===== config.mk =====
export PLATFORM = sky130hd
export DESIGN_NAME = four_digit_seven_segment_scan_top
export DESIGN_NICKNAME = d
export VERILOG_FILES = /design/src/rtl/core/fdss_pkg.sv /design/src/rtl/core/fdss_front.sv /design/src/rtl/core/fdss_fifo.sv /design/src/rtl/core/fdss_back.sv /design/src/rtl/core/four_digit_seven_segment_scan_top.sv
export SDC_FILE = /design/constraint.sdc
export NUM_CORES = 1
export LEC_CHECK = 0
export BUFFER_PORTS_ARGS = -buffer_cell sky130_fd_sc_hd__buf_2
export CORE_ASPECT_RATIO = 2
export CORE_UTILIZATION = 45
export CTS_CLUSTER_SIZE = 10
export DETAILED_ROUTE_END_ITERATION = 16
export SLEW_MARGIN = 10
export SYNTH_ARGS = -nofsm -noshare
export SYNTH_HDL_FRONTEND = slang
export SYNTH_HIERARCHICAL = 1
export SYNTH_SLANG_ARGS = --single-unit

===== constraint.sdc =====
create_clock -name clk_i -period 8.4 [get_ports clk_i]
set_input_delay 0.84 -clock clk_i [delete_from_list [all_inputs] [get_ports clk_i]]
set_output_delay 0.84 -clock clk_i [all_outputs]
set_load 0.005 [all_outputs]

===== src/rtl/core/fdss_pkg.sv =====
// Shared constants and the digit-to-segment decoder for the seven-segment scan block.
package fdss_pkg;

  localparam int unsigned VALUE_W    = 16;
  localparam int unsigned POS_W      = 2;
  localparam int unsigned SEG_W      = 7;
  localparam int unsigned BCD_W      = 4;
  // A 16-bit value never has more than five decimal digits.
  localparam int unsigned MAX_DIGITS = 5;

  // v / 10 == (v * 52429) >> 19, exact for every 16-bit v.
  localparam logic [16:0] DIV10_MUL   = 17'd52429;
  localparam int unsigned DIV10_SHIFT = 19;

  localparam logic [SEG_W-1:0] SEG_OFF = '0;

  // Segment pattern, bit 0 = a ... bit 6 = g, 1 = lit.
  function automatic logic [SEG_W-1:0] seg_pattern(input logic [BCD_W-1:0] digit);
    logic [SEG_W-1:0] seg;
    unique case (digit)
      4'd0:    seg = 7'h3F;
      4'd1:    seg = 7'h06;
      4'd2:    seg = 7'h5B;
      4'd3:    seg = 7'h4F;
      4'd4:    seg = 7'h66;
      4'd5:    seg = 7'h6D;
      4'd6:    seg = 7'h7D;
      4'd7:    seg = 7'h07;
      4'd8:    seg = 7'h7F;
      4'd9:    seg = 7'h6F;
      default: seg = SEG_OFF;
    endcase
    return seg;
  endfunction

endpackage


===== src/rtl/core/fdss_front.sv =====
// Front end: splits a value into BCD digits, one divide-by-ten step per cycle; the last waits on a full queue.
module fdss_front
  import fdss_pkg::*;
#(
  parameter int unsigned NUM_DIG = 4,
  parameter int unsigned IDX_W   = 2,
  parameter int unsigned ENTRY_W = NUM_DIG * BCD_W + IDX_W
) (
  input  logic               clk_i,
  input  logic               rst_ni,
  input  logic               push_i,
  output logic               full_o,
  input  logic [VALUE_W-1:0] value_i,
  output logic               q_push_o,
  input  logic               q_full_i,
  output logic [ENTRY_W-1:0] q_data_o
);

  localparam int unsigned PROD_W = VALUE_W + 17;

  logic                           busy_q, busy_d;
  logic [VALUE_W-1:0]             rem_q, rem_d;
  logic [IDX_W-1:0]               cnt_q, cnt_d;
  logic [IDX_W-1:0]               top_q, top_d;
  logic [NUM_DIG-1:0][BCD_W-1:0]  dig_q, dig_d;

  logic [PROD_W-1:0]              prod;
  logic [VALUE_W-1:0]             quot;
  logic [VALUE_W-1:0]             rmd;
  logic [BCD_W-1:0]               digit;
  logic                           last_step;
  logic                           accept;
  logic [NUM_DIG-1:0][BCD_W-1:0]  dig_out;
  logic [IDX_W-1:0]               top_out;

  assign prod  = PROD_W'(rem_q) * PROD_W'(DIV10_MUL);
  assign quot  = VALUE_W'(prod >> DIV10_SHIFT);
  assign rmd   = rem_q - ((quot << 3) + (quot << 1));
  assign digit = rmd[BCD_W-1:0];

  assign last_step = busy_q && (cnt_q == IDX_W'(NUM_DIG - 1));
  assign q_push_o  = last_step && !q_full_i;
  // A new value may enter in the cycle the current one leaves.
  assign full_o    = busy_q && !q_push_o;
  assign accept    = push_i && !full_o;

  // Entry with the digit of this cycle merged in.
  always_comb begin
    dig_out        = dig_q;
    dig_out[cnt_q] = digit;
    top_out        = (digit != '0) ? cnt_q : top_q;
  end

  assign q_data_o = {top_out, dig_out};

  always_comb begin
    busy_d = busy_q;
    rem_d  = rem_q;
    cnt_d  = cnt_q;
    top_d  = top_q;
    dig_d  = dig_q;
    if (accept) begin
      busy_d = 1'b1;
      rem_d  = value_i;
      cnt_d  = '0;
      top_d  = '0;
    end else if (q_push_o) begin
      busy_d = 1'b0;
    end else if (busy_q && !last_step) begin
      rem_d  = quot;
      cnt_d  = cnt_q + 1'b1;
      top_d  = top_out;
      dig_d  = dig_out;
    end
  end

  always_ff @(posedge clk_i or negedge rst_ni) begin
    if (!rst_ni) begin
      busy_q <= 1'b0;
    end else begin
      busy_q <= busy_d;
    end
  end

  always_ff @(posedge clk_i) begin
    rem_q <= rem_d;
    cnt_q <= cnt_d;
    top_q <= top_d;
    dig_q <= dig_d;
  end

endmodule


===== src/rtl/core/fdss_fifo.sv =====
// Two-entry queue between the digit splitter and the scan sequencer.
module fdss_fifo #(
  parameter int unsigned WIDTH = 18
) (
  input  logic             clk_i,
  input  logic             rst_ni,
  input  logic             push_i,
  output logic             full_o,
  input  logic [WIDTH-1:0] data_i,
  input  logic             pop_i,
  output logic             empty_o,
  output logic [WIDTH-1:0] data_o
);

  logic [WIDTH-1:0] mem_q [2];
  logic             wr_ptr_q, wr_ptr_d;
  logic             rd_ptr_q, rd_ptr_d;
  logic [1:0]       count_q, count_d;
  logic             do_push;
  logic             do_pop;

  assign full_o  = (count_q == 2'd2);
  assign empty_o = (count_q == 2'd0);
  assign do_push = push_i && !full_o;
  assign do_pop  = pop_i && !empty_o;
  assign data_o  = mem_q[rd_ptr_q];

  always_comb begin
    wr_ptr_d = wr_ptr_q ^ do_push;
    rd_ptr_d = rd_ptr_q ^ do_pop;
    count_d  = count_q + {1'b0, do_push} - {1'b0, do_pop};
  end

  always_ff @(posedge clk_i or negedge rst_ni) begin
    if (!rst_ni) begin
      wr_ptr_q <= 1'b0;
      rd_ptr_q <= 1'b0;
      count_q  <= 2'd0;
    end else begin
      wr_ptr_q <= wr_ptr_d;
      rd_ptr_q <= rd_ptr_d;
      count_q  <= count_d;
    end
  end

  always_ff @(posedge clk_i) begin
    if (do_push) begin
      mem_q[wr_ptr_q] <= data_i;
    end
  end

endmodule


===== src/rtl/core/fdss_back.sv =====
// Back end: walks the displayed digits of one entry and emits a closing blank result.
module fdss_back
  import fdss_pkg::*;
#(
  parameter int unsigned NUM_DIG = 4,
  parameter int unsigned IDX_W   = 2,
  parameter int unsigned ENTRY_W = NUM_DIG * BCD_W + IDX_W
) (
  input  logic               clk_i,
  input  logic               rst_ni,
  input  logic               q_empty_i,
  output logic               q_pop_o,
  input  logic [ENTRY_W-1:0] q_data_i,
  output logic               empty_o,
  input  logic               pop_i,
  output logic [POS_W-1:0]   digit_position_o,
  output logic [SEG_W-1:0]   segments_o,
  output logic               blank_o,
  output logic               last_o
);

  logic                          act_q, act_d;
  logic                          closing_q, closing_d;
  logic [IDX_W-1:0]              idx_q, idx_d;
  logic [NUM_DIG-1:0][BCD_W-1:0] dig_q, dig_d;

  logic                          out_vld_q, out_vld_d;
  logic [POS_W-1:0]              pos_q, pos_d;
  logic [SEG_W-1:0]              seg_q, seg_d;
  logic                          blank_q, blank_d;
  logic                          last_q, last_d;

  logic                          can_emit;
  logic                          load_slot;
  logic [NUM_DIG-1:0][BCD_W-1:0] q_dig;
  logic [IDX_W-1:0]              q_top;
  logic [2:0]                    pos_wide;

  assign q_dig    = q_data_i[NUM_DIG*BCD_W-1:0];
  assign q_top    = q_data_i[ENTRY_W-1 -: IDX_W];
  assign pos_wide = 3'(idx_q);

  assign can_emit  = !out_vld_q || pop_i;
  // Next entry comes in while the closing result goes out.
  assign load_slot = !act_q || (can_emit && closing_q);
  assign q_pop_o   = load_slot && !q_empty_i;

  always_comb begin
    act_d     = act_q;
    closing_d = closing_q;
    idx_d     = idx_q;
    dig_d     = dig_q;
    out_vld_d = out_vld_q;
    pos_d     = pos_q;
    seg_d     = seg_q;
    blank_d   = blank_q;
    last_d    = last_q;

    if (can_emit) begin
      out_vld_d = act_q;
      if (closing_q) begin
        pos_d   = '0;
        seg_d   = SEG_OFF;
        blank_d = 1'b1;
        last_d  = 1'b1;
      end else begin
        pos_d   = pos_wide[POS_W-1:0];
        seg_d   = seg_pattern(dig_q[idx_q]);
        blank_d = 1'b0;
        last_d  = 1'b0;
      end
      if (act_q && !closing_q) begin
        if (idx_q == '0) begin
          closing_d = 1'b1;
        end else begin
          idx_d = idx_q - 1'b1;
        end
      end
    end

    if (load_slot) begin
      act_d = !q_empty_i;
      if (!q_empty_i) begin
        closing_d = 1'b0;
        idx_d     = q_top;
        dig_d     = q_dig;
      end
    end
  end

  always_ff @(posedge clk_i or negedge rst_ni) begin
    if (!rst_ni) begin
      act_q     <= 1'b0;
      closing_q <= 1'b0;
      out_vld_q <= 1'b0;
    end else begin
      act_q     <= act_d;
      closing_q <= closing_d;
      out_vld_q <= out_vld_d;
    end
  end

  always_ff @(posedge clk_i) begin
    idx_q   <= idx_d;
    dig_q   <= dig_d;
    pos_q   <= pos_d;
    seg_q   <= seg_d;
    blank_q <= blank_d;
    last_q  <= last_d;
  end

  assign empty_o          = !out_vld_q;
  assign digit_position_o = pos_q;
  assign segments_o       = seg_q;
  assign blank_o          = blank_q;
  assign last_o           = last_q;

endmodule


===== src/rtl/core/four_digit_seven_segment_scan_top.sv =====
// Top level of the seven-segment scan block: digit splitter, queue and scan sequencer.
//
//   channel | handshake      | payload
//   --------+----------------+--------------------------------------------------
//   input   | push_i, full_o | value_i[15:0]
//   result  | pop_i, empty_o | digit_position_o[1:0], segments_o[6:0], blank_o,
//           |                | last_o
//
// The front end splits each request with one multiply-by-reciprocal
// divide-by-ten step per digit, for N = min(DIGIT_COUNT, 5) digits. The back end
// emits top + 2 results per request (one per displayed digit plus the closing
// blank), up to N + 1. A two-entry queue lets the front split the next value
// while the back scans. Reset clears only control state; stalls on pop_i hold
// the output register.
module four_digit_seven_segment_scan_top
  import fdss_pkg::*;
#(
  parameter int unsigned DIGIT_COUNT = 4
) (
  input  logic               clk_i,
  input  logic               rst_ni,
  input  logic               push_i,
  output logic               full_o,
  input  logic [VALUE_W-1:0] value_i,
  input  logic               pop_i,
  output logic               empty_o,
  output logic [POS_W-1:0]   digit_position_o,
  output logic [SEG_W-1:0]   segments_o,
  output logic               blank_o,
  output logic               last_o
);

  // Digits above the fifth are always zero for a 16-bit value.
  localparam int unsigned NUM_DIG = (DIGIT_COUNT < MAX_DIGITS) ? DIGIT_COUNT : MAX_DIGITS;
  localparam int unsigned IDX_W   = (NUM_DIG > 1) ? $clog2(NUM_DIG) : 1;
  // Queue entry: {index of top nonzero digit, BCD digits}.
  localparam int unsigned ENTRY_W = NUM_DIG * BCD_W + IDX_W;

  logic               f_push;
  logic               f_full;
  logic [ENTRY_W-1:0] f_data;
  logic               b_pop;
  logic               b_empty;
  logic [ENTRY_W-1:0] b_data;

  fdss_front #(
    .NUM_DIG (NUM_DIG),
    .IDX_W   (IDX_W),
    .ENTRY_W (ENTRY_W)
  ) u_front (
    .clk_i    (clk_i),
    .rst_ni   (rst_ni),
    .push_i   (push_i),
    .full_o   (full_o),
    .value_i  (value_i),
    .q_push_o (f_push),
    .q_full_i (f_full),
    .q_data_o (f_data)
  );

  fdss_fifo #(
    .WIDTH (ENTRY_W)
  ) u_fifo (
    .clk_i   (clk_i),
    .rst_ni  (rst_ni),
    .push_i  (f_push),
    .full_o  (f_full),
    .data_i  (f_data),
    .pop_i   (b_pop),
    .empty_o (b_empty),
    .data_o  (b_data)
  );

  fdss_back #(
    .NUM_DIG (NUM_DIG),
    .IDX_W   (IDX_W),
    .ENTRY_W (ENTRY_W)
  ) u_back (
    .clk_i            (clk_i),
    .rst_ni           (rst_ni),
    .q_empty_i        (b_empty),
    .q_pop_o          (b_pop),
    .q_data_i         (b_data),
    .empty_o          (empty_o),
    .pop_i            (pop_i),
    .digit_position_o (digit_position_o),
    .segments_o       (segments_o),
    .blank_o          (blank_o),
    .last_o           (last_o)
  );

endmodule


### Word-level counts from Yosys, hierarchy flattened

Memory sizes are Yosys's and may differ from the RTL's. A register that Yosys moved wholly into a read port is not among the register bits.
Cells that the tools add are included.

| storage, ports and cells | value |
|---|---|
| bits in registers | 65 |
| bits in read-only memories | 112 |
| bits of input ports | 20 |
| memory bits (writable) | 36 |
| memories kept | 2 |
| latch bits | 0 |

Memories:

| memory | words | width | read ports | clocked after memory_dff | write ports | line | text |
|---|---|---|---|---|---|---|---|
| (no name shown) | 16 | 7 | 1 | 1 | 0 | fdss_pkg.sv:20 | `unique case (digit)` |
| u_fifo.mem_q | 2 | 18 | 1 | 0 | 1 | fdss_fifo.sv:15 | `logic [WIDTH-1:0] mem_q [2];` |

| cells by class | value |
|---|---|
| muxes and demuxes | 24 |
| bitwise logic cells | 5 |
| $add $sub $neg | 6 |
| reduce and logical (&&, ||, !) cells | 30 |
| shifts and indexed selects | 0 |
| div/mod/pow operators | 0 |
| multipliers | 1 |
| $lt $le $gt $ge | 3 |
| equality and inequality tests | 3 |

Operator list:

| cell | count |
|---|---|
| 16-bit two-way mux | 3 |
| 16-bit by 16-bit multiplier with 32-bit output (second input constant) | 1 |
| 16-bit bitwise mux | 1 |
| 2-bit two-way mux | 6 |
| 1-bit logical AND | 11 |
| 1-bit two-way mux | 10 |
| 4-bit binary-select mux with 2-bit select | 1 |
| 4-bit demux with 2-bit select | 1 |
| 1-bit logical NOT | 8 |
| 4-bit two-way mux | 2 |
| 2-bit by 3-bit less-than comparator with 1-bit output (second input constant) | 2 |
| 2-bit AND reduction | 3 |
| 4-bit adder | 1 |
| 2-bit == test (second input constant) | 2 |
| 2-bit logical NOT | 2 |
| 2-bit nonzero test | 2 |
| 4-bit nonzero test | 1 |
| 4-bit subtractor | 1 |
| 1-bit NOT | 3 |
| 3-bit AND reduction | 1 |
| 2-bit by 1-bit adder with 2-bit output | 1 |
| 2-bit by 1-bit adder with 2-bit output (second input constant) | 1 |
| 2-bit by 1-bit greater-or-equal comparator with 1-bit output (second input constant) | 1 |
| 1-bit logical OR | 2 |
| 4 further kinds | 5 |

### Logic depth before layout (Yosys ltp)

| depth | value |
|---|---|
| word-level depth | 9 |
| gate-level depth with buffers | 28 |

### Modules after synthesis

The synthesis kept the hierarchy.

Modules (own cells, without submodules):

| module | cells each | times used | area each (sq um) | seq. area each (sq um) |
|---|---|---|---|---|
| fdss_front | 596 | 1 | 6,177.2 | 1,066.0 |
| fdss_fifo | 76 | 1 | 1,567.8 | 1,181.1 |
| fdss_back | 93 | 1 | 1,383.8 | 895.9 |

### Worst setup path before layout

No wires, ideal clock.

| timing | value |
|---|---|
| path kind | register to register |
| from | register u_front.rem_q[6] |
| to | memory u_fifo.mem_q[0][17] (data pin) |
| cell stages (with the launch flop) | 26 |
| data required time | 8,138 ps |
| clock period less this slack | 7,233 ps |
| data arrival time | 6,970 ps |
| setup slack | 1,167 ps |
| buffers on the path | 0 |
| cells stage by stage | edfxtp_1 > ha_1 > inv_1 > fa_1 > inv_1 > fa_1 > fa_1 > fa_1 > inv_1 > fa_1 > inv_1 > ha_1 > a21oi_1 > nand2_1 > a211oi_2 > o21ai_0 > a21oi_1 > xnor2_1 > ha_1 > xor2_1 > and2b_2 > and3_2 > or4_1 > or4_4 > nand3_1 > mux2_2 |

| on the way | value |
|---|---|
| cells in the longest elaborated chain, start to end | 5 |

RTL lines:

| item | line | text |
|---|---|---|
| start: declaration | fdss_front.sv:22 | `logic [VALUE_W-1:0] rem_q, rem_d;` |
| start signal: assignment | fdss_front.sv:86 | `rem_q <= rem_d;` |
| 16-bit by 16-bit multiplier with 32-bit output | fdss_front.sv:36 | `assign prod = PROD_W'(rem_q) * PROD_W'(DIV10_MUL);` |
| 4-bit adder | fdss_front.sv:38 | `assign rmd = rem_q - ((quot << 3) + (quot << 1));` |
| 4-bit subtractor | fdss_front.sv:38 |  |
| 4-bit nonzero test | fdss_front.sv:51 | `top_out = (digit != '0) ? cnt_q : top_q;` |
| 2-bit two-way mux | fdss_front.sv:51 |  |
| via f_data[17] | four_digit_seven_segment_scan_top.sv:41 | `logic [ENTRY_W-1:0] f_data;` |
| end: declaration | fdss_fifo.sv:15 |  |

The timed path passes the listed nets, and every way through them passes these cells.

### Worst setup path after layout

| timing | value |
|---|---|
| from | register u_front.rem_q[7] |
| to | memory u_fifo.mem_q[0][16] (data pin) |

The elaborated chain is that of the path after synthesis.

==> run summary <==
The number of placement rows is 73. The number of antenna diodes in the final layout is 0. The number of nets in the layout is 1,048. The count of buffer and inverter cells on the critical path came out at 4. The area of the die came out at 0.0209 mm2. TritonCTS built the clock tree.

The type of the tightest min-delay check is input port to asynchronous set/reset pin. Cells with a size suffix above 1 make up about an eighth of the layout. The mean instance size in the synthesized netlist came out at 11.9 um2. The cell family contributing the most delay on the critical path is adder cells. The sequential cell area fraction in the yosys report is 34.4%. The residual DRC count came out at 0. The area taken by multi-input logic gates came out at 0.00522 mm2. The share of synthesized flip-flops with an asynchronous set or reset is 7.41%. The floorplan step set the die width to 103 um. The cell type with the largest total area after synthesis is edfxtp_1.

The remaining antenna violation count is 0. The global-route wire length before repair is 33,300 um. In this run the tightest slew margin relative to its limit is 34.3%. The register bit total from synthesis is 108. Setup violations remaining at the end of the flow were counted as 0. The total grt overflow came out at 0. The total via count in the routed design is 5,637. The filler cells instantiated in the layout total 1,852. The overall track demand over capacity in global routing came out at 22.6%. Using the TritonRoute via totals, the vias-per-cell ratio works out to about 5.3. The number of enable flip-flop cells after synthesis is 94. Once detailed placement completed, the half-perimeter wirelength came to between 15,000 and 20,000 um. After floorplanning, the core was sized to cover between 0.015 and 0.02 mm2.

The count of yosys warnings during synthesis came out at 6. The number of distinct standard cells referenced by the synthesized netlist came out at slightly below 70. Clock skew on the completed layout was measured at 0.0114 ns. The summed instance area of the synthesized netlist is 0.00913 mm2. The via count of the first global-routing pass is roughly 6,300. In the post-synthesis netlist, the biggest area contributors are edfxtp_1 (31%), ha_1 (20%), fa_1 (18%), inv_1 (7.2%), mux2_2 (2.3%).

The worst path uses roughly 94% of the clock period. The top-level port count came out at 33. The tree is rooted in a clkbuf_16. The final setup TNS came out at 0 ns.

The maximum buffer depth of the clock tree is 2. The clock latency on the worst-skew pair is around 0.36 ns. By count the netlist is led by inv_1 (174), ha_1 (147), edfxtp_1 (94), fa_1 (80), nand2_1 (35). The final critical path time including I/O delays and setup is around 8 ns. The critical path in this run is classified as flop to flop. The number of buffers added by the clock tree synthesis step came out at 9. The count of H-tree levels built during CTS came out at 3. The number of cells produced by synthesis is 765.

The detailed router finished its first iteration with around 190 violations. At the end of routability-driven placement, the weighted congestion stood at 0.995. The maximum number of pins on one net before global-route repair came out at 22.

The worst endpoint data arrival time is approximately 8.0 ns. The maximum achievable frequency is 0.127 GHz. The area added between synthesis and finish came out at 7.77%. The highest cell delay on the worst timing path came out at 0.54 ns. In this design, the critical path's most frequently occurring cell is fa_1. STA classifies the critical path endpoint as a flop. The largest individual stage delay along the critical path comes from the cell fa_1.

The total wire length after detailed routing is 21,400 um. Port buffering added 32 buffers. The initial utilization of the core area, before any placement, comes to 45.8%. The clock-pin slew reported for the worst setup and hold paths after clock tree synthesis came out at 0.07 ns. The net count after synthesis is 1,012.

Dividing the detail-routed wire length by the instance count gives ~20 um. The area share of the largest cell type after synthesis is 30.9%. For this run, the detailed router's first-pass iteration total came to 4. The required time at the endpoint of the critical path is between 8 and 9 ns. The number of endpoints with negative hold slack in the final report came out at 0. The run finished with clean final reports. The critical path launch point type is a flop. The max capacitance violation total is 0.

The initial antenna violation count was 0. In the final layout, flip-flops and latches occupy 0.00314 mm2. CTS saw 108 sinks. The slew at the pin closest to its max-slew limit came out at 0.986 ns. The maximum net fanout on the critical path came out at 7. The flip-flop cell with the highest count after synthesis is edfxtp_1. The max-slew violation total from the final report is 0.

The most common cell in the synthesized netlist is inv_1. The die is 203 um tall. Setup repair after global routing left no endpoint under its margin.
## cell usage in the layout, fill, tap and decap left out, drive strengths merged, types with 7 or more instances in the layout
master	n
nor2	23
ha	147
a21oi	27
inv	177
clkbuf	12
xor2	10
a21o	7
fa	80
buf	37
mux2	29
nand3	8
xnor2	11
nand2	36
o21ai	10
edfxtp	94
dfrtp	8
## cell type report
cell class / instances / area share, %
well taps: 262 / 3.33
multi-input cells: 470 / 53.1
inverters: 175 / 6.68
clock inverters: 4 / 0.318
clock buffers: 12 / 2.62
flip-flops and latches: 108 / 31.9
repair buffers: 37 / 2.01
## metrics by stage
stage | instances | util [%] | instance area [um2] | hold slack [ns] | worst slack [ns]
floorplan | 765 | - | 9130 | 0.438 | 1.17
global placement | 1052 | 47.9 | 9540 | 0.446 | 0.546
detailed placement | 1052 | 47.9 | 9540 | 0.464 | 0.294
CTS | 1068 | 49.4 | 9830 | 0.320 | 0.254
global route | 1068 | 49.4 | 9840 | 0.321 | 0.0723
finish | 1068 | 49.4 | 9840 | 0.320 | 0.496
## cell families (layout without fill, tap and decap cells)
group                    Yosys count  count (layout)  share of synthesized area [%]
AO/OA/AOI/OAI                     79              79                           5.93
XOR/XNOR                          21              21                           2.01
adder cells (fa/ha/maj)          227             227                           37.7
buffers and inverters            187             228                           8.43
flip-flops                       108             108                           34.4
multiplexers                      38              38                           5.48
AND/OR/NAND/NOR                  105             105                           6.02
## registers in the layout, summed over array words and instances, names as in the netlist, 7 cells and up
name               count
u_fifo/mem_q          36
u_front/rem_q         16
u_back/segments_o      7
u_back/dig_q          16
u_front/dig_q         16
## what timing repair did
| action | CTS | global route |
|---|---|---|
| gates resized for setup | 0 | 1 |
| hold buffers | 0 | 0 |
| hold endpoints to repair | 0 | 0 |
| buffers inserted | 0 | 0 |
| setup endpoints to repair | 0 | 16 |
## layer usage
metal	GRT usage [%]	vias to the layer above	share of wire, %
met1	17.9	2824	28
met4	17.0	0	7.9
li1	-	2624	-
met5	0	-	0
met3	2.74	69	2.1
met2	46.2	120	62
## final timing paths
check | start | endpoint | cells past startpoint | slack [ns]
worst max-delay path | u_front/rem_q[7] | u_fifo/mem_q[0][16] | 26 | 0.50
min in group clk_i | u_front/top_q[0] | u_front/top_q[0] | 1 | 0.48
worst min-delay path | rst_ni | u_back/out_vld_q | 1 | 0.32
max in group asynchronous | rst_ni | u_front/busy_q | 1 | 7.90
worst min register to register | u_front/top_q[0] | u_front/top_q[0] | 1 | 0.48
worst max register to register | u_front/rem_q[7] | u_fifo/mem_q[0][16] | 26 | 0.50
Power is left out: the tool's default activity adds up to more than one toggle a clock period on the data nets, which glitch-free logic cannot reach.
